--- src/hdl/r2b_pkg.sv ---
`default_nettype none

package r2b_pkg;

	localparam int MAX_WIDTH_DEF = 2048;
	localparam int BLOCK_SIZE = 8;
	localparam int BLK_LOG = 3;
	localparam int PIX_W = 24;
	localparam int CFG_IDX_W = 1;
	localparam int CFG_DATA_W = 16;
	localparam int WREG_W = 12;
	localparam int HREG_W = 16;
	localparam int ROWCNT_W = 4;
	localparam int BAND_W = 13;

	// Register indexes of the configuration port.
	localparam logic [CFG_IDX_W-1:0] REG_WIDTH = 1'b0;
	localparam logic [CFG_IDX_W-1:0] REG_HEIGHT = 1'b1;

	// Request types.
	localparam logic REQ_PIXEL = 1'b0;
	localparam logic REQ_DRAIN = 1'b1;

	// Result status codes.
	localparam logic [1:0] ST_ACCEPT = 2'd0;
	localparam logic [1:0] ST_REJECT = 2'd1;
	localparam logic [1:0] ST_PIXEL = 2'd2;
	localparam logic [1:0] ST_EMPTY = 2'd3;

	typedef struct packed {
		logic       req_type;
		logic [7:0] red_in;
		logic [7:0] green_in;
		logic [7:0] blue_in;
	} req_t;

	typedef struct packed {
		logic [1:0]  status;
		logic [7:0]  red_out;
		logic [7:0]  green_out;
		logic [7:0]  blue_out;
		logic [7:0]  block_column;
		logic [12:0] block_row;
		logic [5:0]  pixel_index;
		logic        last_of_block;
		logic        last_of_image;
	} rsp_t;

endpackage

`default_nettype wire

--- src/hdl/r2b_stream_if.sv ---
`default_nettype none

interface r2b_stream_if #(
	parameter type T = logic
) ();
	logic valid;
	logic ready;
	T     data;

	modport source (output valid, output data, input ready);
	modport sink (input valid, input data, output ready);
endinterface

`default_nettype wire

--- src/hdl/r2b_out_buf.sv ---
`default_nettype none

module r2b_out_buf (
	input  wire logic          clk,
	input  wire logic          arst_n,
	input  wire logic          in_valid,
	output      logic          in_ready,
	input  wire r2b_pkg::rsp_t in_data,
	r2b_stream_if.source       rsp
);

	r2b_pkg::rsp_t ent_q [2];
	logic          wr_ptr_q;
	logic          rd_ptr_q;
	logic [1:0]    count_q;
	logic          push;
	logic          pop;

	assign in_ready = (count_q != 2'd2);
	assign push = in_valid && in_ready;
	assign pop = rsp.valid && rsp.ready;
	assign rsp.valid = (count_q != 2'd0);
	assign rsp.data = ent_q[rd_ptr_q];

	always_ff @(posedge clk or negedge arst_n) begin
		if (!arst_n) begin
			wr_ptr_q <= 1'b0;
			rd_ptr_q <= 1'b0;
			count_q <= 2'd0;
		end else begin
			if (push) begin
				wr_ptr_q <= !wr_ptr_q;
			end
			if (pop) begin
				rd_ptr_q <= !rd_ptr_q;
			end
			if (push && !pop) begin
				count_q <= count_q + 2'd1;
			end else if (pop && !push) begin
				count_q <= count_q - 2'd1;
			end
		end
	end

	always_ff @(posedge clk) begin
		if (push) begin
			ent_q[wr_ptr_q] <= in_data;
		end
	end

endmodule

`default_nettype wire

--- src/flat_wrapper.sv ---
// flat-port wrapper written by rule: the top's interface ports become plain ports
module r2b_out_buf_flat 
  (clk, arst_n, in_valid, in_ready, in_data, rsp_valid, rsp_data, rsp_ready);
  r2b_stream_if rsp_i ();
  input  wire logic clk;
  input  wire logic arst_n;
  input  wire logic in_valid;
  output      logic in_ready;
  input  wire r2b_pkg::rsp_t in_data;
  output wire logic [$bits(rsp_i.valid)-1:0] rsp_valid;
  output wire logic [$bits(rsp_i.data)-1:0] rsp_data;
  input wire logic [$bits(rsp_i.ready)-1:0] rsp_ready;
  assign rsp_valid = rsp_i.valid;
  assign rsp_data = rsp_i.data;
  assign rsp_i.ready = rsp_ready;
  r2b_out_buf u_core (.clk(clk), .arst_n(arst_n), .in_valid(in_valid), .in_ready(in_ready), .in_data(in_data), .rsp(rsp_i));
endmodule
--- config.mk ---
export PLATFORM = sky130hd
export DESIGN_NAME = r2b_out_buf_flat
export DESIGN_NICKNAME = d
export VERILOG_FILES = /design/src/hdl/r2b_pkg.sv /design/src/hdl/r2b_stream_if.sv /design/src/hdl/r2b_out_buf.sv /design/src/flat_wrapper.sv
export SDC_FILE = /design/constraint.sdc
export NUM_CORES = 1
export LEC_CHECK = 0
export BUFFER_PORTS_ARGS = -buffer_cell sky130_fd_sc_hd__clkbuf_2
export CAP_MARGIN = 25
export CORE_AREA = 3 3 40 42
export CTS_CLUSTER_DIAMETER = 50
export DETAILED_ROUTE_END_ITERATION = 8
export DIE_AREA = 0 0 43 45
export PLACE_DENSITY = 0.71
export SYNTH_ARGS = -nofsm -noshare
export SYNTH_HDL_FRONTEND = slang
export SYNTH_SLANG_ARGS = --single-unit
--- constraint.sdc ---
create_clock -name clk -period 2.75 [get_ports clk]
set_input_delay 0.1375 -clock clk [delete_from_list [all_inputs] [get_ports clk]]
set_output_delay 0.1375 -clock clk [all_outputs]
set_load 0.02 [all_outputs]
* Yosys cells after proc, flatten, opt, wreduce, memory -nomap -nowiden
Memories as Yosys holds them, arrays and structs flattened.
Cells that the tools add are included.
** Word-level totals
- RAM bits :: 110
- Output and inout port bits :: 3
- Register bits :: 4
- Memories :: 1
- Bits of input ports :: 59
- Latch bits :: 0
- Bits in read-only memories :: 0
- Word-level logic and storage cells :: 21
** Operators by class
- Add/subtract/negate cells :: 2
- Equality and inequality tests :: 1
- Shift-type cells :: 0
- Bitwise logic cells :: 0
- Reductions and logical operators :: 10
- Muxes and demuxes :: 4
- $mul :: 0
- Order comparisons :: 0
- Div/mod/pow operators :: 0
** Memories
- u_core.ent_q :: depth 2, bits a word 55, read ports 1, clocked after memory_dff 0, wr ports 1, RTL line r2b_out_buf.sv:12 : r2b_pkg::rsp_t ent_q [2];
** Operator list (count)
- $logic_and 1x1->1 :: 4
- $logic_not 1->1 :: 4
- $mux 2 :: 2
- $reduce_bool 2->1 :: 2
- $add 2x1->2 const B :: 1
- $mux 1 :: 2
- $ne 2x2->1 const B :: 1
- $sub 2x1->2 const B :: 1

* Depth between registers and ports, before layout
- Word-level depth :: 6
- Depth in mapped cells :: 7
- Gate-level depth less buffers :: 7

* Worst setup path after synthesis
No wires, ideal clock.
- Path type :: register to register
- Start point :: register u_core.count_q[0]
- End point :: register u_core.count_q[1]
- Data arrival time :: 1293 ps
- Cell stages (with the launch flop) :: 7
- Clock period less this slack :: 1372 ps
- Library setup time :: 79 ps
- Buffers on the path :: 0
- Required time :: 2671 ps
- Slack :: 1378 ps
- Cell sequence :: dfrtp_1 nand2b_4 nand2_1 inv_1 ha_1 nor2_1 xor2_1
** On the way
- Cells in the longest elaborated chain, start to end :: 5
- Elaborated cells on any way between the ends :: 13
- Those cells by class :: 2 x add/sub; 1 x eq/ne; 2 x mux; 8 x reduce/logical
** Ends and longest elaborated chain
- start: declaration :: RTL line r2b_out_buf.sv:15 : logic [1:0] count_q;
- start signal: assignment :: RTL line r2b_out_buf.sv:38 : count_q <= count_q + 2'd1;
- start signal: assignment :: RTL line r2b_out_buf.sv:40 : count_q <= count_q - 2'd1;
- $ne 2x2->1 * :: RTL line r2b_out_buf.sv:19 : assign in_ready = (count_q != 2'd2);
- via in_ready :: RTL line flat_wrapper.sv:8 : output logic in_ready;
- $logic_and 1x1->1 * :: RTL line r2b_out_buf.sv:20 : assign push = in_valid && in_ready;
- via u_core.push :: RTL line r2b_out_buf.sv:16 : logic push;
- $logic_not 1->1 :: RTL line r2b_out_buf.sv:39 : end else if (pop && !push) begin
- $logic_and 1x1->1 :: RTL line r2b_out_buf.sv:39
- $reduce_bool 2->1 (no line)
Mark *: on every way through the listed nets, which the timed path passes. The rest lies on a longest branch. The select of a mux whose other input is x is not followed.
A chain may end at the register's enable or synchronous reset.

* Worst setup path after layout
- Start point :: register u_core.count_q[0]
- End point :: register u_core.count_q[1]
** On the way
- Cells in the longest elaborated chain, start to end :: 5
- Elaborated cells on any way between the ends :: 13
- Those cells by class :: 2 x add/sub; 1 x eq/ne; 2 x mux; 8 x reduce/logical
** Ends and longest elaborated chain (RTL line)
- $ne 2x2->1 * :: r2b_out_buf.sv:19
- $logic_and 1x1->1 * :: r2b_out_buf.sv:20
- via u_core.push :: r2b_out_buf.sv:16
- $logic_not 1->1 :: r2b_out_buf.sv:39
- $logic_and 1x1->1 :: r2b_out_buf.sv:39
- $reduce_bool 2->1 (no line)
Marked as above.

==> results_dict.tcl <==
set metrics [dict create \
    status "finished clean" \
    cp-end-kind "flop" \
    grtUsageTotal_pct 6.36 \
    drtIter0Drc 10 \
    first_pass_iters 3 \
    hold_path_depth 1 \
    ir_drop_uv 403 \
    period_share_pct 52.2 \
    cp.depth 7 \
    place_ws_ns 1.30 \
    ys_seq_elements 6 \
    p_comb_share_pct 42.9 \
    cts_tree "yes" \
    synth_cell_type_count 13 \
    grt_pass1_wl_um 807 \
    io_buffers 7 \
    place_congestion 0.698 \
    p_switching_mw 0.164 \
    grt_overflow 0 \
    final_cell_mix "clkbuf_2 (7), dfrtp_1 (4), xnor2_1 (3), clkbuf_4 (3)" \
    crit_path_cell_trace "nand2b_4, nand2_1, inv_1, ha_1, xor2_1, nor2_1, xor2_1" \
    maxSlewViolCount 0 \
    setup_slack_ns 1.32 \
    multi_input_area_um2 119 \
    cts_buffers 3 \
    critPathMaxStageDelay_ns 0.41 \
    die_area_mm2 0.00194 \
    clock_latency_ns 0.25 \
    area_delta_synth_final_pct 31.9 \
    worst_pin_slew_ns 0.173 \
    synthCells 21 \
    finalClockSkew_ns 0.0106 \
    viasPerCell 3.81 \
    busiest_layer "met2" \
    total_power_mw 0.451 \
    die_w_um 43 \
    intPower_mw 0.287 \
    ios 62 \
    ys_seq_area_share_pct 56.6 \
    synth.area.top_cells "dfrtp_1 (35%), edfxtp_1 (21%), xnor2_1 (9.3%)" \
    syn_nets 81 \
    fin_crit_ns 1.43 \
    die_h_um 45 \
    grt_pass1_vias 194 \
    met3_usage_pct 7.17 \
    crit_buf_inv 1 \
    num-nets-final 94 \
    wl_per_cell_um 11.1 \
    core-area_mm2 0.00128 \
    ctsHtreeMaxLevel 1 \
    seqCellArea_um2 160 \
    final_common_cell "clkbuf_2" \
    power.density_mw_per_mm2 1210 \
    synth.cell_area_um2 283 \
    hp-class "in -> reg" \
    rsz0062_at_grt "false" \
    cp_max_fo 4 \
    path_delay_family "flip-flops" \
    clk_pin_slew_ns 0.05 \
    num_rows 13 \
    cts-root-buf "clkbuf_4" \
    setup_tns_ns 0 \
    synth_top_area_share_pct 35.4 \
    r2r_slack_ns 1.32 \
    syn_area_per_cell_um2 13.5 \
    synth_area_leader_cell "dfrtp_1" \
    seqPwrFrac_pct 37.3 \
    arrival_ns 1.59 \
    postRouteAntennaNets 0 \
    cp-start-kind "flop" \
    cts_buffer_depth 2 \
    fill_cells 140 \
    ff2ff_path_depth 7 \
    postCtsSetupBuffers 0 \
    cts_num_sinks 6 \
    clockPowerShare_pct 19.8 \
    cp_common_cell "xor2_1" \
    worstPathRequired_ns 2.91 \
    cap_violations 0 \
    grtUsageMet1_pct 5.62 \
    global_route.usage.met2_pct 9.58 \
    max_freq_ghz 0.697 \
    initial_core_util_pct 22.0 \
    antenna_found_initial 0 \
    crit_type "reg -> reg" \
    wl_um 535 \
    hold_viol 0 \
    relSlewSlack_pct 88.5 \
    drive_above_1_share_pct 42.4 \
    p_leak_nw 0.178 \
    vias 183 \
    yosys_warnings 0 \
    drc 0 \
    setup_violations 0 \
    grt_max_degree 5 \
    dp_hpwl_um 393 \
    critical-path-slowest-cell "dfrtp_1" \
    n_antenna_cell 0 \
    netSwitchingFraction_pct 36.5 \
]
## power groups by stage
stage | Sequential, mW | Combinational (mW) | Clock [mW]
2_1_floorplan | 0.164 | 0.153 | 0
3_3_place_gp | 0.169 | 0.190 | 0
3_5_place_dp | 0.171 | 0.194 | 0
4_1_cts | 0.170 | 0.198 | 0.0957
5_1_grt | 0.173 | 0.210 | 0.0999
6_report | 0.168 | 0.193 | 0.0894
## state kept, by name, summed over array words and instances (netlist names)
| name | flops |
|---|---|
| u_core.ent_q | 2 |
| u_core.count_q | 2 |
| u_core.rd_ptr_q | 1 |
| u_core.wr_ptr_q | 1 |
## logic make-up (layout without fill, tap and decap cells)
| kind of cell | count (synthesis) | after routing | share of synthesized area (%) |
|---|---|---|---|
| adders and majority gates | 1 | 1 | 4.42 |
| DFF | 6 | 6 | 56.6 |
| xor gates and xnor gates | 5 | 5 | 15.5 |
| and+or+nand+nor | 7 | 7 | 18.1 |
| muxes | 1 | 1 | 3.98 |
| buffers and inverters | 1 | 13 | 1.33 |
## repair_timing
action,CTS,global route
hold endpoints to repair,4,0
resized for setup,0,0
hold buffers,1,0
endpoints found under the setup margin,0,0
## metal layers
metal / share of wire (%) / up-vias
li1: - / 91
met1: 41 / 82
met2: 46 / 10
met3: 13 / 0
met4: 0 / 0
met5: 0 / -
## final timing paths
kind                                               start                             to
min                                           in_data[0]   u_core.ent_q[0][0]$_DFFE_PP_
max reg2reg                u_core.count_q[0]$_DFFE_PN0P_  u_core.count_q[1]$_DFFE_PN0P_
min in group asynchronous                         arst_n    u_core.rd_ptr_q$_DFFE_PN0P_
min reg2reg                  u_core.rd_ptr_q$_DFFE_PN0P_    u_core.rd_ptr_q$_DFFE_PN0P_
max in group asynchronous                         arst_n  u_core.count_q[0]$_DFFE_PN0P_
max                        u_core.count_q[0]$_DFFE_PN0P_  u_core.count_q[1]$_DFFE_PN0P_
## synth_stat cells
| library cell | instances |
|---|---|
| xor2_1 | 2 |
| ha_1 | 1 |
| nand2b_4 | 1 |
| dfrtp_1 | 4 |
| edfxtp_1 | 2 |
| or2_4 | 1 |
| nand2_4 | 1 |
| inv_1 | 1 |
| nand2_1 | 1 |
| mux2_2 | 1 |
| xnor2_1 | 3 |
| nor2_1 | 2 |
| and3_1 | 1 |
## cell type report
type                    instances  area share [%]
inverters                       1            1.01
clock buffers                   4            7.05
repair buffers                  8            12.1
multi-input cells              14            31.9
well taps                      15            5.03
flip-flops and latches          6            43.0
## through the flow
step                cell area (µm²)  hold WS (ns)  cells  util [%]
floorplan                       283        -0.158     21         -
global placement                337       -0.0473     43      26.2
detailed placement              337       -0.0415     43      26.2
CTS                             373        0.0839     48      29.0
global route                    373        0.0775     48      29.0
finish                          373        0.0946     48      29.0
## worst reg2reg max path, delay by kind of cell, from the launching register on
family,cells,cell delay (ns)
XOR/XNOR,2,0.31
adder cells (fa/ha/maj),1,0.19
buffers and inverters,1,0.05
flip-flops,1,0.41
AND/OR/NAND/NOR,3,0.39
Note: power is estimated with default switching activity, not from simulation.
